## src/rtl/core/tle_pkg.sv

```systemverilog
// shared types and constants for the tranche loss expectation core
`default_nettype none

package tle_pkg;

  localparam int unsigned SUM_W     = 40;
  localparam int unsigned TALLY_W   = 9;
  localparam int unsigned CFG_IDX_W = 2;
  localparam int unsigned MAG_LO_W  = 24;

  localparam logic [16:0]      ONE_Q16   = 17'd65536;
  localparam logic [SUM_W-1:0] SUM_MAX   = {SUM_W{1'b1}};
  localparam logic [8:0]       TALLY_MAX = 9'd511;

  localparam logic [15:0] ATTACH_RESET = 16'h0000;
  localparam logic [15:0] DETACH_RESET = 16'hFFFF;

  localparam logic signed [63:0] ACC_MAX = {1'b0, {63{1'b1}}};
  localparam logic signed [63:0] ACC_MIN = {1'b1, {63{1'b0}}};

  // configuration register indexes
  localparam logic [CFG_IDX_W-1:0] CFG_ATTACH = 2'd0;
  localparam logic [CFG_IDX_W-1:0] CFG_DETACH = 2'd1;

  // one classified name, handed from front to back
  typedef struct packed {
    logic [31:0] name_notional;
    logic [31:0] loss_term;
    logic        defaulted;
    logic        last_name;
    logic        new_run;
    logic [31:0] path_weight;
  } tle_entry_t;

  typedef enum logic [2:0] {
    FR_IDLE,
    FR_PROD,
    FR_REC,
    FR_MUL,
    FR_PUSH
  } tle_front_state_t;

  typedef enum logic [3:0] {
    BK_IDLE,
    BK_ATTACH,
    BK_CAP,
    BK_TRANCHE,
    BK_MAG,
    BK_MUL_LO,
    BK_MUL_HI,
    BK_WEIGHT,
    BK_ACCUM,
    BK_EMIT
  } tle_back_state_t;

endpackage

`default_nettype wire

```

## src/rtl/core/tle_if.sv

```systemverilog
// channel interfaces: name input, path result and configuration write
`default_nettype none

interface tle_in_if;
  logic               valid;
  logic               ready;
  logic [31:0]        name_notional;
  logic [16:0]        base_recovery;
  logic [15:0]        recovery_spread;
  logic signed [15:0] factor_draw;
  logic               survived;
  logic [31:0]        path_weight;
  logic               last_name;
  logic               new_run;

  modport source (
    output valid, name_notional, base_recovery, recovery_spread, factor_draw,
           survived, path_weight, last_name, new_run,
    input  ready
  );
  modport sink (
    input  valid, name_notional, base_recovery, recovery_spread, factor_draw,
           survived, path_weight, last_name, new_run,
    output ready
  );
endinterface


`default_nettype wire

```

## src/rtl/core/tle_front.sv

```systemverilog
// front end: takes a name beat and works out its recovery-adjusted loss term
`default_nettype none

module tle_front (
  input  wire logic           clk,
  input  wire logic           rst_n,
  tle_in_if.sink              in_ch,
  output tle_pkg::tle_entry_t push_entry,
  output logic                push,
  input  wire logic           q_full
);

  tle_pkg::tle_front_state_t state_r, state_nxt;

  logic [31:0]        notional_r;
  logic [16:0]        base_r;
  logic [15:0]        spread_r;
  logic signed [15:0] draw_r;
  logic               survived_r;
  logic [31:0]        weight_r;
  logic               last_r;
  logic               new_run_r;
  logic signed [32:0] sd_r;
  logic [16:0]        one_minus_r;
  logic [31:0]        term_r;

  logic               load_in;
  logic signed [21:0] r_sum;
  logic [16:0]        rec;
  logic [48:0]        term_prod;

  // next state
  always_comb begin
    state_nxt = state_r;
    case (state_r)
      tle_pkg::FR_IDLE: if (in_ch.valid) state_nxt = tle_pkg::FR_PROD;
      tle_pkg::FR_PROD: state_nxt = tle_pkg::FR_REC;
      tle_pkg::FR_REC:  state_nxt = tle_pkg::FR_MUL;
      tle_pkg::FR_MUL:  state_nxt = tle_pkg::FR_PUSH;
      tle_pkg::FR_PUSH: if (!q_full) state_nxt = tle_pkg::FR_IDLE;
      default:          state_nxt = tle_pkg::FR_IDLE;
    endcase
  end

  // outputs
  always_comb begin
    in_ch.ready = (state_r == tle_pkg::FR_IDLE);
    load_in     = (state_r == tle_pkg::FR_IDLE) && in_ch.valid;
    push        = (state_r == tle_pkg::FR_PUSH) && !q_full;
  end

  // recovery: base plus floored spread*draw, clamped to 0..1
  always_comb begin
    r_sum = $signed({5'b0, base_r}) + $signed(sd_r[32:12]);
    if (r_sum < 0) begin
      rec = 17'd0;
    end else if (r_sum > $signed({5'b0, tle_pkg::ONE_Q16})) begin
      rec = tle_pkg::ONE_Q16;
    end else begin
      rec = r_sum[16:0];
    end
    term_prod = {17'b0, notional_r} * {32'b0, one_minus_r};
  end

  always_ff @(posedge clk) begin
    if (!rst_n) begin
      state_r <= tle_pkg::FR_IDLE;
    end else begin
      state_r <= state_nxt;
    end
  end

  always_ff @(posedge clk) begin
    if (load_in) begin
      notional_r <= in_ch.name_notional;
      base_r     <= in_ch.base_recovery;
      spread_r   <= in_ch.recovery_spread;
      draw_r     <= in_ch.factor_draw;
      survived_r <= in_ch.survived;
      weight_r   <= in_ch.path_weight;
      last_r     <= in_ch.last_name;
      new_run_r  <= in_ch.new_run;
    end
    if (state_r == tle_pkg::FR_PROD) sd_r <= $signed({1'b0, spread_r}) * draw_r;
    if (state_r == tle_pkg::FR_REC) one_minus_r <= tle_pkg::ONE_Q16 - rec;
    if (state_r == tle_pkg::FR_MUL) term_r <= term_prod[47:16];
  end

  always_comb begin
    push_entry.name_notional = notional_r;
    push_entry.loss_term     = term_r;
    push_entry.defaulted     = !survived_r;
    push_entry.last_name     = last_r;
    push_entry.new_run       = new_run_r;
    push_entry.path_weight   = weight_r;
  end

  a_term_le_notional: assert property (@(posedge clk) disable iff (!rst_n)
    (state_r == tle_pkg::FR_PUSH) |-> (term_r <= notional_r))
    else $error("loss term exceeds notional");

endmodule

`default_nettype wire

```

## src/flat_wrapper.sv

```systemverilog
// flat-port wrapper written by rule: the top's interface ports become plain ports
module tle_front_flat 
  (clk, rst_n, push_entry, push, q_full, in_ch_valid, in_ch_name_notional, in_ch_base_recovery, in_ch_recovery_spread, in_ch_factor_draw, in_ch_survived, in_ch_path_weight, in_ch_last_name, in_ch_new_run, in_ch_ready);
  tle_in_if in_ch_i ();
  input  wire logic clk;
  input  wire logic rst_n;
  output tle_pkg::tle_entry_t push_entry;
  output logic push;
  input  wire logic q_full;
  input wire logic [$bits(in_ch_i.valid)-1:0] in_ch_valid;
  input wire logic [$bits(in_ch_i.name_notional)-1:0] in_ch_name_notional;
  input wire logic [$bits(in_ch_i.base_recovery)-1:0] in_ch_base_recovery;
  input wire logic [$bits(in_ch_i.recovery_spread)-1:0] in_ch_recovery_spread;
  input wire logic [$bits(in_ch_i.factor_draw)-1:0] in_ch_factor_draw;
  input wire logic [$bits(in_ch_i.survived)-1:0] in_ch_survived;
  input wire logic [$bits(in_ch_i.path_weight)-1:0] in_ch_path_weight;
  input wire logic [$bits(in_ch_i.last_name)-1:0] in_ch_last_name;
  input wire logic [$bits(in_ch_i.new_run)-1:0] in_ch_new_run;
  output wire logic [$bits(in_ch_i.ready)-1:0] in_ch_ready;
  assign in_ch_i.valid = in_ch_valid;
  assign in_ch_i.name_notional = in_ch_name_notional;
  assign in_ch_i.base_recovery = in_ch_base_recovery;
  assign in_ch_i.recovery_spread = in_ch_recovery_spread;
  assign in_ch_i.factor_draw = in_ch_factor_draw;
  assign in_ch_i.survived = in_ch_survived;
  assign in_ch_i.path_weight = in_ch_path_weight;
  assign in_ch_i.last_name = in_ch_last_name;
  assign in_ch_i.new_run = in_ch_new_run;
  assign in_ch_ready = in_ch_i.ready;
  tle_front u_core (.clk(clk), .rst_n(rst_n), .in_ch(in_ch_i), .push_entry(push_entry), .push(push), .q_full(q_full));
endmodule
```

## config.mk

```make
export PLATFORM = sky130hd
export DESIGN_NAME = tle_front_flat
export DESIGN_NICKNAME = d
export VERILOG_FILES = /design/src/rtl/core/tle_pkg.sv /design/src/rtl/core/tle_if.sv /design/src/rtl/core/tle_front.sv /design/src/flat_wrapper.sv
export SDC_FILE = /design/constraint.sdc
export NUM_CORES = 2
export LEC_CHECK = 0
export BUFFER_PORTS_ARGS = -buffer_cell sky130_fd_sc_hd__buf_2
export CAP_MARGIN = 10
export CORE_MARGIN = 1.5
export CORE_UTILIZATION = 64
export CTS_CLUSTER_SIZE = 40
export DETAILED_ROUTE_END_ITERATION = 10
export GPL_TIMING_DRIVEN = 0
export PLACE_DENSITY_LB_ADDON = 0.1
export SYNTH_ARGS = -nofsm -noshare
export SYNTH_HDL_FRONTEND = slang
export SYNTH_SLANG_ARGS = --single-unit
```

## constraint.sdc

```tcl
create_clock -name clk -period 7.8 [get_ports clk]
set_clock_uncertainty 0.05 [all_clocks]
set_input_delay 1.56 -clock clk [delete_from_list [all_inputs] [get_ports clk]]
set_output_delay 1.56 -clock clk [all_outputs]
set_load 0.02 [all_outputs]
```

==> results.toml <==
[status]
status = "complete, no violations"

[cells_and_area]
drive_gt1_share_pct = 9.934
final_common_cell = "inv_1"
area_delta_synth_final_pct = 8.948
post-route-util_pct = 70.48
nets = 4464
final_cell_mix = "752 x inv_1, 640 x fa_1, 515 x nand2_1"

[worst_setup_path]
path_cells = "clkbuf_1 > nand2_1 > fa_1 > inv_1 > fa_1 > inv_1 > fa_1 > inv_1 > fa_1 > fa_1 > fa_1 > ha_1 > nand2_1 > o21ai_0 > nor2_1 > a211oi_4 > o2111ai_1 > a21oi_1 > o2111ai_1 > nand3b_1 > xnor2_1"
crit_buf_inv = 4
end_kind = "register"
cp_top_family = "adder cells"
max_stage_delay_ns = 0.64
start_kind = "register"
worstPathRequired_ns = 8.01
critPathLaunch = "u_core.one_minus_r[9]"
crit_type = "reg2reg"
critPathMaxFanout = 10
crit_slowest_cell = "clkbuf_1"
r2r_start = "u_core.one_minus_r[9]"
worstPathArrival_ns = 7.89
path_common_cell = "fa_1"

[yosys]
synth_area_um2 = 31600
synth.ff_latch_count = 189
yosys.area.top_type_share_pct = 40.54
synth-warning-count = 0
synth_top_area_cell = "fa_1"
avgSynthCellArea_um2 = 9.875
synth_cells = 3200
synthSimpleGateAreaFrac_pct = 14.95
synth_compound_area_share_pct = 4.027
synthTopCellsByArea = "fa_1 41%, edfxtp_1 18%, ha_1 10%, inv_1 8.9%, nand2_1 6.1%"
synthArstFlopShare_pct = 0
synth.distinct_cells = 66
synth_xor_area_share_pct = 2.023
ys_seq_area_share_pct = 17.86
synth_edf_count = 186
synth_ff_type = "edfxtp_1"
synth_fp_nets = 4214
synth_top_family_by_area = "adder cells"
muxShareOfSynthArea_pct = 0.03563
synthAdderAreaFrac_pct = 50.60

[sta]
drv_slew = 0
period_share_pct = 98.44
max-slew-margin-rel_pct = 34.44
fin_crit_ns = 7.678
final-hold-violation-count = 0
rsz0062_at_grt = "no"
tightest_slew_ns = 0.9792
fmax_mhz = 130.2
finalSetupViolCount = 0

[placed_design]
io_buffers = 220
dpl.hpwl_um = 68940
place.gp.congestion = 1.006

[detailed_routing]
antenna_left = 0
drc_errors = 0
via_per_inst = 5.616
drtIter0Drc = 1670
routed_wl_um = 85200
vias = 23209
drtPass1Iterations = 8
wl_per_cell_um = 20.62

[global_route]
antenna_found_initial = 6
grt_usage_pct = 35.73
grt_remaining_overflow = 0
grt_pass1_wl_um = 134300
grt_max_degree = 76
grt_pass1_vias = 25236

[floorplanning]
core_um2 = 48850
die_h_um = 225.2
initial_utilization_pct = 64.69
dieArea_um2 = 50720
rows = 81
die_w_um = 225.2
ios = 221

[clock_network]
path_clk_slew_ns = 0.09
cts_max_path_buffers = 2
cts-htree-levels = 4
cts_root_buf = "clkbuf_16"
cts_buffers = 17
cts_tree = "done"
cts_sinks = 189
clkLatencyLatePin_ns = 0.52

[min_path]
worstHoldStart = "u_core.state_r[0]"
holdCritPathClass = "reg2reg"

[flow_run]
max_cap_viol_count = 0
[registers in the layout, summed over array words and instances, names as in the netlist]
register,count
u_core.spread_r,16
u_core.new_run_r,1
u_core.one_minus_r,17
u_core.base_r,17
u_core.weight_r,32
u_core.term_r,32
u_core.state_r,3
u_core.draw_r,16
u_core.last_r,1
u_core.sd_r,21
u_core.survived_r,1
u_core.notional_r,32
[cell usage after synthesis, drive strengths merged (2+ instances only)]
master / instances
a2111oi: 2
a211o: 4
a211oi: 11
a21boi: 3
a21o: 18
a21oi: 51
a22oi: 3
a311o: 2
a311oi: 2
a31o: 3
a31oi: 6
and2: 300
and3: 14
buf: 6
clkbuf: 119
dfxtp: 3
edfxtp: 186
fa: 640
ha: 254
inv: 752
nand2: 515
nand2b: 25
nand3: 7
nand4: 8
nor2: 49
nor2b: 14
nor3: 21
nor3b: 3
nor4: 7
nor4b: 2
o2111ai: 4
o211ai: 7
o21a: 12
o21ai: 34
o21bai: 6
o2bb2ai: 2
o311a: 2
o31ai: 3
or2: 6
or3: 7
xnor2: 52
xor2: 21
[final timing paths]
kind         cells after the start                end  slack, ns
max                             21  u_core.term_r[31]       0.12
min                              1  u_core.state_r[0]       0.54
max reg2reg                     21  u_core.term_r[31]       0.12
min reg2reg                      1  u_core.state_r[0]       0.54
[routing by layer]
metal  GRT usage, %  routed length (um)  vias to the layer above
met3          8.644                7654                      268
met5              0                  59                        -
li1               -                   -                    10084
met4          17.90                4434                       10
met1          43.81               31490                    11763
met2          59.33               41570                     1084
[final cells by class]
class / instances / area (um^2)
Fill cell: 3809 / 14420
Antenna cell: 6 / 15.01
Clock inverter: 15 / 232.7
Sequential cell: 189 / 5645
Buffer: 124 / 554.3
Multi-Input combinational cell: 2134 / 22670
Inverter: 752 / 2823
Tap cell: 664 / 830.8
Clock buffer: 17 / 425.4
Timing Repair Buffer: 232 / 1231
[repair_timing]
item / CTS / global route
hold buffers: 0 / 0
setup endpoints to repair: 12 / 7
setup buffers: 0 / 8
resized for setup: 12 / 82
[per-stage QoR]
stage	area [um^2]	setup TNS, ns	hold WS [ns]	worst slack, ns	std cells
2_1_floorplan	31600	0	0.4612	1.048	3200
3_3_place_gp	33530	-2.284	0.4820	-0.4720	4084
3_5_place_dp	33620	-3.724	0.5328	-0.6424	4088
4_1_cts	34300	0	0.5433	0.007438	4120
5_1_grt	34410	0	0.5815	0.002570	4127
6_report	34430	0	0.5371	0.1218	4133
[cells by family after synthesis]
kind of cell / after synthesis
compound gates: 185
buf+inv: 877
flops: 189
xor+xnor: 73
fa+ha+maj: 894
mux: 1
simple gates: 981
Power is not shown: default switching activity piles up to over one toggle a cycle in this logic, so the estimate is an artifact.
