**src/rtl/core/tle_pkg.sv**
```systemverilog
// shared types and constants for the tranche loss expectation core
`default_nettype none

package tle_pkg;

  localparam int unsigned SUM_W     = 40;
  localparam int unsigned TALLY_W   = 9;
  localparam int unsigned CFG_IDX_W = 2;
  localparam int unsigned MAG_LO_W  = 24;

  localparam logic [16:0]      ONE_Q16   = 17'd65536;
  localparam logic [SUM_W-1:0] SUM_MAX   = {SUM_W{1'b1}};
  localparam logic [8:0]       TALLY_MAX = 9'd511;

  localparam logic [15:0] ATTACH_RESET = 16'h0000;
  localparam logic [15:0] DETACH_RESET = 16'hFFFF;

  localparam logic signed [63:0] ACC_MAX = {1'b0, {63{1'b1}}};
  localparam logic signed [63:0] ACC_MIN = {1'b1, {63{1'b0}}};

  // configuration register indexes
  localparam logic [CFG_IDX_W-1:0] CFG_ATTACH = 2'd0;
  localparam logic [CFG_IDX_W-1:0] CFG_DETACH = 2'd1;

  // one classified name, handed from front to back
  typedef struct packed {
    logic [31:0] name_notional;
    logic [31:0] loss_term;
    logic        defaulted;
    logic        last_name;
    logic        new_run;
    logic [31:0] path_weight;
  } tle_entry_t;

  typedef enum logic [2:0] {
    FR_IDLE,
    FR_PROD,
    FR_REC,
    FR_MUL,
    FR_PUSH
  } tle_front_state_t;

  typedef enum logic [3:0] {
    BK_IDLE,
    BK_ATTACH,
    BK_CAP,
    BK_TRANCHE,
    BK_MAG,
    BK_MUL_LO,
    BK_MUL_HI,
    BK_WEIGHT,
    BK_ACCUM,
    BK_EMIT
  } tle_back_state_t;

endpackage

`default_nettype wire

```
**src/rtl/core/tle_queue.sv**
```systemverilog
// short queue of classified names between front and back
`default_nettype none

module tle_queue #(
  parameter int unsigned DEPTH = 4
) (
  input  wire logic                 clk,
  input  wire logic                 rst_n,
  input  wire logic                 push,
  input  wire tle_pkg::tle_entry_t  wr_entry,
  input  wire logic                 pop,
  output tle_pkg::tle_entry_t       rd_entry,
  output logic                      full,
  output logic                      empty
);

  localparam int unsigned PW = (DEPTH > 1) ? $clog2(DEPTH) : 1;
  localparam int unsigned CW = $clog2(DEPTH + 1);
  localparam logic [PW-1:0] LAST_PTR = PW'(DEPTH - 1);
  localparam logic [CW-1:0] CNT_FULL = CW'(DEPTH);

  tle_pkg::tle_entry_t slot_r [DEPTH];
  logic [PW-1:0] wr_ptr_r, rd_ptr_r;
  logic [CW-1:0] count_r;

  assign full     = (count_r == CNT_FULL);
  assign empty    = (count_r == '0);
  assign rd_entry = slot_r[rd_ptr_r];

  always_ff @(posedge clk) begin
    if (push) slot_r[wr_ptr_r] <= wr_entry;
  end

  always_ff @(posedge clk) begin
    if (!rst_n) begin
      wr_ptr_r <= '0;
      rd_ptr_r <= '0;
      count_r  <= '0;
    end else begin
      if (push) wr_ptr_r <= (wr_ptr_r == LAST_PTR) ? '0 : wr_ptr_r + 1'b1;
      if (pop)  rd_ptr_r <= (rd_ptr_r == LAST_PTR) ? '0 : rd_ptr_r + 1'b1;
      if (push && !pop) count_r <= count_r + 1'b1;
      else if (pop && !push) count_r <= count_r - 1'b1;
    end
  end

  a_count_bound: assert property (@(posedge clk) disable iff (!rst_n)
    count_r <= CNT_FULL)
    else $error("queue count beyond depth");

  a_push_grows: assert property (@(posedge clk) disable iff (!rst_n)
    (push && !pop) |=> (count_r == $past(count_r) + 1'b1))
    else $error("push without pop did not grow the queue");

endmodule

`default_nettype wire

```
**config.mk**
```make
export PLATFORM = sky130hd
export DESIGN_NAME = tle_queue
export DESIGN_NICKNAME = d
export VERILOG_FILES = /design/src/rtl/core/tle_pkg.sv /design/src/rtl/core/tle_queue.sv
export SDC_FILE = /design/constraint.sdc
export NUM_CORES = 1
export LEC_CHECK = 0
export ABC_AREA = 1
export BUFFER_PORTS_ARGS = -buffer_cell sky130_fd_sc_hd__buf_4
export CAP_MARGIN = 15
export CORE_ASPECT_RATIO = 1.75
export CORE_MARGIN = 3
export CORE_UTILIZATION = 57
export DETAILED_ROUTE_END_ITERATION = 6
export PLACE_DENSITY = 0.76
export SYNTH_ARGS = -nofsm -noshare
export SYNTH_HDL_FRONTEND = slang
export SYNTH_SLANG_ARGS = --single-unit
```
**constraint.sdc**
```tcl
create_clock -name clk -period 3.45 [get_ports clk]
set_input_delay 0.5175 -clock clk [delete_from_list [all_inputs] [get_ports clk]]
set_output_delay 0.5175 -clock clk [all_outputs]
set_load 0.02 [all_outputs]
```
==> reports/results.tsv, run 1 <==
stage	metric	value	unit
cts	clk slew on worst S/H paths	70	ps
grt	GRT overflow	0	
floorplanning	CORE AREA	26000	sq um
worst_setup_path	CP Class	reg2out	
worst_setup_path	CP arrival	2510	ps
power	PwrDens	600	nW/um^2
cts	clk_lat worst skew	510	ps
placed_design	routability cong.	0.775	
yosys	fraction of registers with async set/reset	0	
placed_design	port bufs	203	
yosys	warnings from Yosys	0	
floorplanning	Die Y	221	um
yosys	Post-Synthesis Cells	1016	
grt	initial antenna violation count	4	
timing	Final Cycle Share	0.878	
yosys	largest cells by area after synthesis	edfxtp_1, o21ai_0, nor2_1	
yosys	top-area cell type share of the netlist area	0.788	
final_layout	filler instances	1731	
yosys	predominant post-synthesis flop cell	edfxtp_1	
floorplanning	Initial Utilization	0.581	
timing	slew margin rel.	0.401	
yosys	Mapped Area	15100	sq um
route	Detailed Routing Iterations Pass 1	5	
cts	CTS tree	yes	
timing	RSZ-0062 raised after global routing	false	
timing	fin crit period	3030	ps
worst_setup_path	Startpoint Class	register	
cts	H-tree levels	2	
power	Peak VDD IR	0.446	mV
hold_path	Hold WC Path Type	in2reg	
grt	largest net degree at the start of global routing	97	
route	drt drc	0	
flow_run	maxcap violations	0	
final_layout	final std cells w/o fill	1550	
timing	Final Hold Fails	0	
yosys	Mean Syn Cell Area	14.9	sq um
final_layout	Total Nets Final	1317	
worst_setup_path	Critical-path top delay cell	dfxtp_4	
route	routed length per placed instance	20.3	um
yosys	syn nets	1126	
final_layout	Area Growth Syn to Fin	19.1	%
route	via/cell ratio	5.83	
cts	setup bufs post-CTS	0	
timing	skew final	20.1	ps
grt	GR Util All Layers	0.218	
timing	Setup-failing EPs final	0	
worst_setup_path	crit end category	primary output	
timing	Total Neg Setup Slack	0	ps
grt	vias in the first global route	8916	
yosys	flops & latches, synth	405	
final_layout	register area	12100	sq um
power	Leakage	6.29	nW
yosys	Yosys top cell by area	edfxtp_1	
route	initial drt markers	649	
route	routed vias	9041	
cts	Longest Clk Path Bufs	3	
floorplanning	Die ar.	28500	sq um
worst_setup_path	Worst Path Required	2930	ps
cts	Clock Root Buffer	clkbuf_16	
final_layout	area of the multi-input gates	2580	sq um
placed_design	Inst Count DP	1490	
worst_setup_path	CP max stage delay	610	ps
cts	clock sinks	405	
floorplanning	die width	129	um
timing	Fmax	0.330	GHz
timing	Slew Viols, Final	0	
cts	post-CTS resize count	0	
floorplanning	row count	78	
placed_design	DP Wirelength	18100	um
worst_setup_path	critical path fanouts, max	84	
yosys	synth unique cells	22	
cts	CTS Buf Count	35	
yosys	cell with the most instances after synthesis	edfxtp_1	
yosys	register area share after synthesis	0.800	
timing	Least-Margin Pin Slew	898	ps
floorplanning	# IOs	204	
grt	first-pass GRT wire length	48200	um
cts	hold buffers post-CTS	0	
status	run status	finished, final reports clean	
route	ANT nets after route	0	
final_layout	share of cells above drive strength 1	0.224	
yosys	Synth top cells by count	edfxtp_1, nor2_1, o21ai_0	
worst_setup_path	Cell Chain, Critical Path	clkinv_4 > buf_4 > o21ai_0 > o22ai_1 > buf_4	
yosys	EDFF count, synth	396	
worst_setup_path	Crit path top cell by count	buf_4	
route	Post-Route WL	31400	um
-- worst max-delay path, delay by kind of cell, from the launching register on --
kind	cells	cell delay (ps)
buf+inv	3	810
flops	1	610
compound gates	2	520
-- flip-flops by register name, summed over array words and instances (netlist names), named ones only --
register,flops
rd_ptr_r,2
slot_r,396
wr_ptr_r,2
count_r,3
-- layout by cell type (no fill, tap or decap), types with 3 or more instances in the layout --
master / instances
nor2_1: 206
dfxtp_1: 7
ha_1: 6
buf_4: 211
clkinv_2: 4
buf_12: 7
nand2_1: 8
clkbuf_1: 7
nor3_1: 4
inv_1: 10
inv_4: 4
clkbuf_16: 37
edfxtp_1: 396
o22ai_1: 99
bufinv_16: 3
a21oi_1: 3
o21ai_1: 23
clkinvlp_4: 4
o21ai_0: 178
-- metrics by stage --
step	hold slack [ps]	setup WS [ps]	instance area, sq um	power [mW]	utilization
floorplan	490	495	15100	6.50	-
global placement	518	979	16900	7.06	0.650
detailed placement	527	984	16900	7.09	0.650
CTS	176	357	18000	10.9	0.692
global route	178	279	18000	11.2	0.692
finish	199	420	18000	10.8	0.692
-- final timing paths --
kind                            slack [ps]             to  depth (start not counted)          from
worst min register to register         540       register                          2   rd_ptr_r[1]
worst min-delay path                   200  slot_r[0][24]                          1  wr_entry[24]
worst max register to register        1560  slot_r[2][65]                          5   wr_ptr_r[0]
worst max-delay path                   420   rd_entry[14]                          5      register
-- power by group --
part | total [mW] | switching (mW) | internal, mW | leakage, nW
Combinational | 1.27 | 0.803 | 0.470 | 2.04
Sequential | 5.71 | 0.0851 | 5.62 | 3.71
Clock | 3.80 | 1.62 | 2.18 | 0.531
Total | 10.8 | 2.51 | 8.28 | 6.29
-- cell type report --
type	count	share of cell area
Sequential cell	405	0.672
Timing Repair Buffer	218	0.0959
Multi-Input combinational cell	531	0.143
Clock inverter	14	0.00870
Inverter	16	0.00445
Tap cell	320	0.0223
Antenna cell	2	0.000278
Clock buffer	44	0.0530
-- cell families after synthesis --
kind of cell | after synthesis | share of synthesized area
simple gates | 220 | 0.0553
flops | 405 | 0.800
buf+inv | 80 | 0.0293
compound gates | 303 | 0.109
xor+xnor | 1 | 0.000580
fa+ha+maj | 7 | 0.00630
-- metal layers --
metal	global-route usage	up-vias	routed length, um
met2	0.376	316	16600
met4	0.0871	4	1090
met1	0.268	4461	11900
li1	-	4195	-
met5	0	-	40
met3	0.0432	65	1810
(Power assumes the default switching activity.)
==> run 2: changes to the inputs <==
--- a/config.mk
+++ b/config.mk
@@ -6,13 +6,13 @@
 export NUM_CORES = 1
 export LEC_CHECK = 0
 export ABC_AREA = 1
-export BUFFER_PORTS_ARGS = -buffer_cell sky130_fd_sc_hd__buf_4
 export CAP_MARGIN = 15
 export CORE_ASPECT_RATIO = 1.75
 export CORE_MARGIN = 3
-export CORE_UTILIZATION = 57
+export CORE_UTILIZATION = 60
 export DETAILED_ROUTE_END_ITERATION = 6
-export PLACE_DENSITY = 0.76
+export DONT_BUFFER_PORTS = 1
+export PLACE_DENSITY = 0.73
 export SYNTH_ARGS = -nofsm -noshare
 export SYNTH_HDL_FRONTEND = slang
 export SYNTH_SLANG_ARGS = --single-unit
==> reports/results.tsv, run 2 (synthesis results as in run 1) <==
stage	metric	value	unit	change
flow_run	maxcap violations	0		unchanged
timing	slew margin rel.	0.395		was 0.401
power	internal power	8.00	mW	was 8.28 mW
cts	CTS tree	yes		unchanged
worst_setup_path	delay-heaviest family, CP	compound AO/OA/AOI/OAI gates		was buffers and inverters
hold_path	Hold WC Path Type	in2reg		unchanged
placed_design	DP Wirelength	15700	um	was 18100 um
power	Clock Power Share	0.361		was 0.353
worst_setup_path	Startpoint Class	register		unchanged
placed_design	port bufs	0		was 203
power	PwrDens	626	nW/um^2	was 600 nW/um^2
grt	GRT overflow	0		unchanged
power	switching power	2.33	mW	was 2.51 mW
floorplanning	row count	76		was 78
route	routed length per placed instance	21.5	um	was 20.3 um
grt	vias in the first global route	8016		was 8916
placed_design	routability cong.	0.752		was 0.775
cts	Longest Clk Path Bufs	3		unchanged
cts	post-CTS resize count	0		unchanged
cts	setup bufs post-CTS	0		unchanged
cts	hold buffers post-CTS	0		unchanged
route	Post-Route WL	28900	um	was 31400 um
worst_setup_path	Critical-path top delay cell	o22ai_1		was dfxtp_4
final_layout	register area	12100	sq um	unchanged
timing	Setup-failing EPs final	0		unchanged
final_layout	Total Nets Final	1122		was 1317
timing	Fmax	0.343	GHz	was 0.330 GHz
final_layout	share of cells above drive strength 1	0.0755		was 0.224
route	Detailed Routing Iterations Pass 1	7		was 5
power	switching share of power	0.226		was 0.233
power	Peak VDD IR	0.556	mV	was 0.446 mV
power	combinational share of power	0.090		was 0.118
route	drt drc	0		unchanged
route	via/cell ratio	6.03		was 5.83
floorplanning	CORE AREA	24700	sq um	was 26000 sq um
timing	fin crit period	2910	ps	was 3030 ps
grt	largest net degree at the start of global routing	199		was 97
timing	Final Hold Fails	0		unchanged
final_layout	area of the multi-input gates	2580	sq um	unchanged
grt	GR Util All Layers	0.208		was 0.218
worst_setup_path	CP arrival	2390	ps	was 2510 ps
cts	clock sinks	405		unchanged
timing	RSZ-0062 raised after global routing	false		unchanged
floorplanning	Die Y	216	um	was 221 um
timing	Final WS setup	538	ps	was 420 ps
route	routed vias	8112		was 9041
final_layout	Largest register FFs	396		unchanged
worst_setup_path	CP Class	reg2out		unchanged
worst_setup_path	Buf+Inv Stages, Crit Path	1		was 3
route	ANT nets after route	0		unchanged
cts	clk slew on worst S/H paths	60	ps	was 70 ps
floorplanning	die width	126	um	was 129 um
floorplanning	Initial Utilization	0.610		was 0.581
final_layout	filler instances	1675		was 1731
final_layout	ANT cells	0		was 2
worst_setup_path	crit end category	primary output		unchanged
cts	Clock Root Buffer	clkbuf_16		unchanged
final_layout	commonest non-fill, non-tap cell in the layout	edfxtp_1		unchanged
final_layout	Area Growth Syn to Fin	9.22	%	was 19.1%
placed_design	DP Worst Slack	1110	ps	was 984 ps
timing	Total Neg Setup Slack	0	ps	unchanged
final_layout	Post-Route Utilization	0.667		was 0.692
status	run status	finished, final reports clean		unchanged
cts	H-tree levels	2		unchanged
floorplanning	Die ar.	27200	sq um	was 28500 sq um
final_layout	most frequent cells in the layout	edfxtp_1, nor2_1, o21ai_0		was edfxtp_1, buf_4, nor2_1
worst_setup_path	critical path fanouts, max	198		was 84
grt	initial antenna violation count	0		was 4
cts	CTS Buf Count	34		was 35
power	Seq pwr share	0.549		was 0.529
timing	Slew Viols, Final	0		unchanged
grt	first-pass GRT wire length	43800	um	was 48200 um
worst_setup_path	Cell Chain, Critical Path	buf_12 > o21ai_0 > o22ai_1		was clkinv_4 > buf_4 > o21ai_0 > o22ai_1 > buf_4
final_layout	Largest regs	slot_r: 396 flops, count_r: 3 flops		unchanged
power	Leakage	5.36	nW	was 6.29 nW
timing	skew final	7.71	ps	was 20.1 ps
worst_setup_path	CP max stage delay	530	ps	was 610 ps
cts	clk_lat worst skew	510	ps	about the same
final_layout	Largest Register	slot_r		unchanged
floorplanning	# IOs	204		unchanged
timing	Least-Margin Pin Slew	908	ps	was 898 ps
worst_setup_path	Worst Path Required	2930	ps	about the same
route	initial drt markers	747		was 649
timing	Final Cycle Share	0.844		was 0.878
run 2: cell types whose count changed in the layout (fill, tap and decap cells not counted), sizes merged:
cell	before	now
buf	218	24
clkbuf	44	45
clkinv	7	10
diode	2	0
clkinvlp	4	0
inv	16	15
run 2: cell type report:
class                           instances  share of cell area
Multi-Input combinational cell        531               0.156
Sequential cell                       405               0.733
Clock inverter                         12             0.00797
Inverter                               16             0.00486
Timing Repair Buffer                   24              0.0162
Clock buffer                           45              0.0580
Tap cell                              312              0.0237
run 2: power by group through the flow:
stage / registers (mW) / logic (mW) / clock network [mW]
4_1_cts: 5.67 / 0.940 / 3.79
2_1_floorplan: 5.78 / 0.723 / 0
5_1_grt: 5.69 / 1.00 / 4.03
3_3_place_gp: 5.77 / 0.921 / 0
3_5_place_dp: 5.78 / 0.939 / 0
6_report: 5.67 / 0.925 / 3.73
run 2: per-layer routing:
layer  up-vias  routed length, um  track usage  share of wire
li1       3808                  -            -              -
met1      3989              10300        0.231           0.36
met2       253              15400        0.371           0.53
met3        62               2280       0.0661          0.079
met4         0                825       0.0787          0.029
met5         -                  0            0              0
run 2: metrics by stage:
| stage | instances | total power [mW] | hold slack, ps | area (sq um) |
|---|---|---|---|---|
| 2_1_floorplan | 1016 | 6.50 | 490 | 15100 |
| 3_3_place_gp | 1288 | 6.69 | 521 | 15400 |
| 3_5_place_dp | 1288 | 6.72 | 523 | 15400 |
| 4_1_cts | 1345 | 10.4 | 65.6 | 16500 |
| 5_1_grt | 1345 | 10.7 | 60.2 | 16500 |
| 6_report | 1345 | 10.3 | 94.2 | 16500 |
run 2: worst paths after layout:
check,endpoint,slack (ps),cells past startpoint,from
max,rd_entry[41],540,3,register
max reg2reg,slot_r[1][47],1500,4,wr_ptr_r[0]
min reg2reg,wr_ptr_r[1],530,2,wr_ptr_r[1]
min,slot_r[1][42],90,0,wr_entry[42]
run 2: worst reg2reg max path, cell delays in order, from the launching register on:
cell and delay, ps:
dfxtp_1 400, ha_1 170, nand2_1 80, inv_4 510, buf_4 440
==> run 3: changes to the inputs <==
--- a/config.mk
+++ b/config.mk
@@ -5,14 +5,14 @@
 export SDC_FILE = /design/constraint.sdc
 export NUM_CORES = 1
 export LEC_CHECK = 0
-export ABC_AREA = 1
+export ABC_AREA = 0
 export CAP_MARGIN = 15
 export CORE_ASPECT_RATIO = 1.75
 export CORE_MARGIN = 3
-export CORE_UTILIZATION = 60
+export CORE_UTILIZATION = 56
 export DETAILED_ROUTE_END_ITERATION = 6
 export DONT_BUFFER_PORTS = 1
-export PLACE_DENSITY = 0.73
+export PLACE_DENSITY = 0.71
 export SYNTH_ARGS = -nofsm -noshare
 export SYNTH_HDL_FRONTEND = slang
 export SYNTH_SLANG_ARGS = --single-unit
==> constraint.sdc (replaced) <==
create_clock -name clk -period 2.4 [get_ports clk]
set_input_delay 0.36 -clock clk [delete_from_list [all_inputs] [get_ports clk]]
set_output_delay 0.36 -clock clk [all_outputs]
set_load 0.02 [all_outputs]
==> reports/results.tsv, run 3 <==
stage	metric	value	unit	change
timing	Total Neg Setup Slack	0	ps	unchanged
placed_design	routability cong.	0.744		was 0.752
cts	clock sinks	405		unchanged
worst_setup_path	Critical-path top delay cell	dfxtp_4		was o22ai_1
placed_design	DP Wirelength	16400	um	was 15700 um
power	switching power	3.28	mW	was 2.33 mW
power	Clock Power Share	0.360		was 0.361
power	internal power	11.7	mW	was 8.00 mW
final_layout	Largest register FFs	396		unchanged
floorplanning	CORE AREA	25500	sq um	was 24700 sq um
yosys	Mapped Area	14700	sq um	was 15100 sq um
yosys	adder-cell share of the synthesized area	0.00647		was 0.00630
yosys	post-synthesis simple-gate area fraction	0.00613		was 0.0553
yosys	synth unique cells	23		was 22
power	Peak VDD IR	0.749	mV	was 0.556 mV
timing	Fmax	0.433	GHz	
floorplanning	row count	77		was 76
cts	CTS tree	yes		unchanged
yosys	register area share after synthesis	0.821		was 0.800
final_layout	commonest non-fill, non-tap cell in the layout	edfxtp_1		unchanged
route	Detailed Routing Iterations Pass 1	4		was 7
worst_setup_path	reg-to-reg endpoint	slot_r[2][3]		was slot_r[1][47]
yosys	warnings from Yosys	0		unchanged
worst_setup_path	reg-to-reg startpoint	wr_ptr_r[0]		unchanged
power	Leakage	5.49	nW	was 5.36 nW
grt	GRT overflow	0		unchanged
timing	Final Cycle Share	0.963		
route	drt drc	0		unchanged
floorplanning	Initial Utilization	0.576		was 0.610
timing	fin crit period	2310	ps	
yosys	largest cells by area after synthesis	edfxtp_1, mux4_2, dfxtp_1		was edfxtp_1, o21ai_0, nor2_1
final_layout	Area Growth Syn to Fin	18.5	%	was 9.22%
placed_design	port bufs	0		unchanged
worst_setup_path	Reg2Reg Depth	4		unchanged
power	Seq pwr share	0.548		was 0.549
final_layout	share of cells above drive strength 1	0.244		was 0.0755
yosys	Post-Synthesis Cells	561		was 1016
cts	H-tree levels	2		unchanged
route	via/cell ratio	5.96		was 6.03
worst_setup_path	delay-heaviest family, CP	flip-flops		was compound AO/OA/AOI/OAI gates
grt	initial antenna violation count	4		was 0
timing	Setup-failing EPs final	0		unchanged
floorplanning	Die Y	220	um	was 216 um
final_layout	Total Nets Final	806		was 1122
cts	setup bufs post-CTS	0		unchanged
cts	Longest Clk Path Bufs	3		unchanged
timing	slew margin rel.	0.502		was 0.395
grt	largest net degree at the start of global routing	56		was 199
worst_setup_path	Cell Chain, Critical Path	buf_4 > mux4_2		was buf_12 > o21ai_0 > o22ai_1
yosys	predominant post-synthesis flop cell	edfxtp_1		unchanged
grt	vias in the first global route	6767		was 8016
route	initial drt markers	385		was 747
yosys	portion of netlist area occupied by mux cells	0.154		was 0
final_layout	most frequent cells in the layout	edfxtp_1, dlygate4sd3_1, mux4_2		was edfxtp_1, nor2_1, o21ai_0
cts	clk_lat worst skew	520	ps	was 510 ps
route	routed length per placed instance	26.2	um	was 21.5 um
yosys	fraction of registers with async set/reset	0		unchanged
final_layout	Post-Route Utilization	0.683		was 0.667
status	run status	finished, final reports clean		unchanged
yosys	cell with the most instances after synthesis	edfxtp_1		unchanged
timing	Final Hold Fails	0		unchanged
grt	GR Util All Layers	0.195		was 0.208
yosys	Mean Syn Cell Area	26.2	sq um	was 14.9 sq um
yosys	compound-cell area share of the yosys netlist	0.00136		was 0.109
floorplanning	Die ar.	28300	sq um	was 27200 sq um
worst_setup_path	Startpoint Class	register		unchanged
worst_setup_path	R2R setup slack	710	ps	was 1500 ps
route	routed vias	6197		was 8112
timing	Least-Margin Pin Slew	745	ps	was 908 ps
timing	Slew Viols, Final	0		unchanged
power	PwrDens	858	nW/um^2	was 626 nW/um^2
floorplanning	# IOs	204		unchanged
route	ANT nets after route	0		unchanged
cts	clk slew on worst S/H paths	60	ps	about the same
cts	Clock Root Buffer	clkbuf_16		unchanged
worst_setup_path	CP arrival	1950	ps	was 2390 ps
flow_run	maxcap violations	0		unchanged
yosys	XOR/XNOR Fraction of Synth Area	0.00119		was 0.000580
power	total power	15.0	mW	was 10.3 mW
final_layout	Largest regs	slot_r: 396 flops, count_r: 3 flops		unchanged
timing	skew final	8.62	ps	was 7.71 ps
worst_setup_path	Worst Path Required	2040	ps	was 2930 ps
yosys	syn nets	671		was 1126
timing	RSZ-0062 raised after global routing	false		unchanged
cts	CTS Buf Count	35		was 34
hold_path	hold path cells	2		was 0
power	switching share of power	0.219		was 0.226
route	Post-Route WL	27200	um	was 28900 um
worst_setup_path	crit end category	primary output		unchanged
yosys	Synth top cells by count	edfxtp_1, mux4_2, buf_2		was edfxtp_1, nor2_1, o21ai_0
floorplanning	die width	129	um	was 126 um
hold_path	Hold WC Path Type	in2reg		unchanged
worst_setup_path	Buf+Inv Stages, Crit Path	1		unchanged
yosys	Yosys top cell by area	edfxtp_1		unchanged
yosys	top-area cell type share of the netlist area	0.809		was 0.788
worst_setup_path	critical path fanouts, max	29		was 198
hold_path	min-delay src	push		was wr_entry[42]
power	combinational share of power	0.092		was 0.090
worst_setup_path	CP Class	reg2out		unchanged
yosys	EDFF count, synth	396		unchanged
grt	first-pass GRT wire length	40800	um	was 43800 um
final_layout	Largest Register	slot_r		unchanged
yosys	main combinational cell family by area after synthesis	multiplexers		was compound AO/OA/AOI/OAI gates
hold_path	hold endpoint	wr_ptr_r[0]		was slot_r[1][42]
worst_setup_path	CP max stage delay	670	ps	was 530 ps
yosys	flops & latches, synth	405		unchanged
[run 3: cell count changes in the layout (fill, tap and decap cells not counted), moves of 6 or more]
| cell | previous run | this run |
|---|---|---|
| inv_1 | 10 | 4 |
| mux4_2 | 0 | 99 |
| o21ai_0 | 178 | 1 |
| dlygate4sd3_1 | 0 | 100 |
| buf_4 | 17 | 7 |
| nor2_1 | 206 | 1 |
| o21ai_1 | 23 | 0 |
| nand2_1 | 8 | 0 |
| o22ai_1 | 99 | 0 |
[run 3: logic make-up (layout without fill, tap and decap cells)]
family,Yosys count,count (layout)
compound gates,3,3
xor+xnor,2,2
simple gates,15,15
other cells,0,1
buf+inv,26,187
mux,103,103
fa+ha+maj,7,7
flops,405,405
[run 3: worst max-delay path by stage]
| stage | from | endpoint | slack, ps | cells past startpoint |
|---|---|---|---|---|
| 2_1_floorplan | wr_ptr_r[0] | slot_r[3][0] | 180 | 2 |
| 3_3_place_gp | register | rd_entry[80] | 570 | 2 |
| 3_5_place_dp | register | rd_entry[35] | 570 | 2 |
| 4_1_cts | register | rd_entry[35] | 10 | 2 |
| 5_1_grt | register | rd_entry[21] | 3 | 2 |
| 6_report | register | rd_entry[21] | 90 | 2 |
[run 3: cell type report]
class                           count  area [sq um]
Sequential cell                   405         12100
Fill cell                        1522          8100
Multi-Input combinational cell    130          2500
Timing Repair Buffer              120          1330
Clock buffer                       41           941
Tap cell                          316           395
Clock inverter                     22           170
Inverter                            4          15.0
Antenna cell                        1          2.50
[run 3: power groups by stage]
stage | Sequential, mW | Clock (mW) | Combinational, mW
detailed placement | 8.35 | 0 | 1.19
floorplan | 8.31 | 0 | 0.943
finish | 8.20 | 5.38 | 1.38
global route | 8.22 | 5.80 | 1.46
global placement | 8.33 | 0 | 1.17
CTS | 8.20 | 5.49 | 1.40
[run 3: metrics by stage]
stage          hold WS [ps]  setup slack [ps]  cell area (sq um)  std cells
3_3_place_gp            459               565              15300        874
3_5_place_dp            459               572              15300        874
4_1_cts               0.878              13.1              17400       1037
5_1_grt                11.6              3.28              17400       1039
6_report               21.5              88.7              17400       1039
2_1_floorplan           459               184              14700        561
[run 3: what timing repair did]
item                                   in CTS  in global routing
resized for setup                           0                  1
endpoints found under the hold margin     405                  0
setup endpoints to repair                   0                 33
hold buffers                              100                  0
[run 3: worst reg2reg max path, cell delays in order, from the launching register on]
cell	delay, ps
dfxtp_1	350
inv_1	90
ha_1	150
and2_4	460
buf_12	310
[run 3: layer usage]
layer | vias up | share of wire | track usage
li1 | 2681 | - | -
met4 | 6 | 0.027 | 0.0662
met1 | 3276 | 0.33 | 0.221
met5 | - | 0.0015 | 0
met3 | 53 | 0.061 | 0.0505
met2 | 181 | 0.58 | 0.359
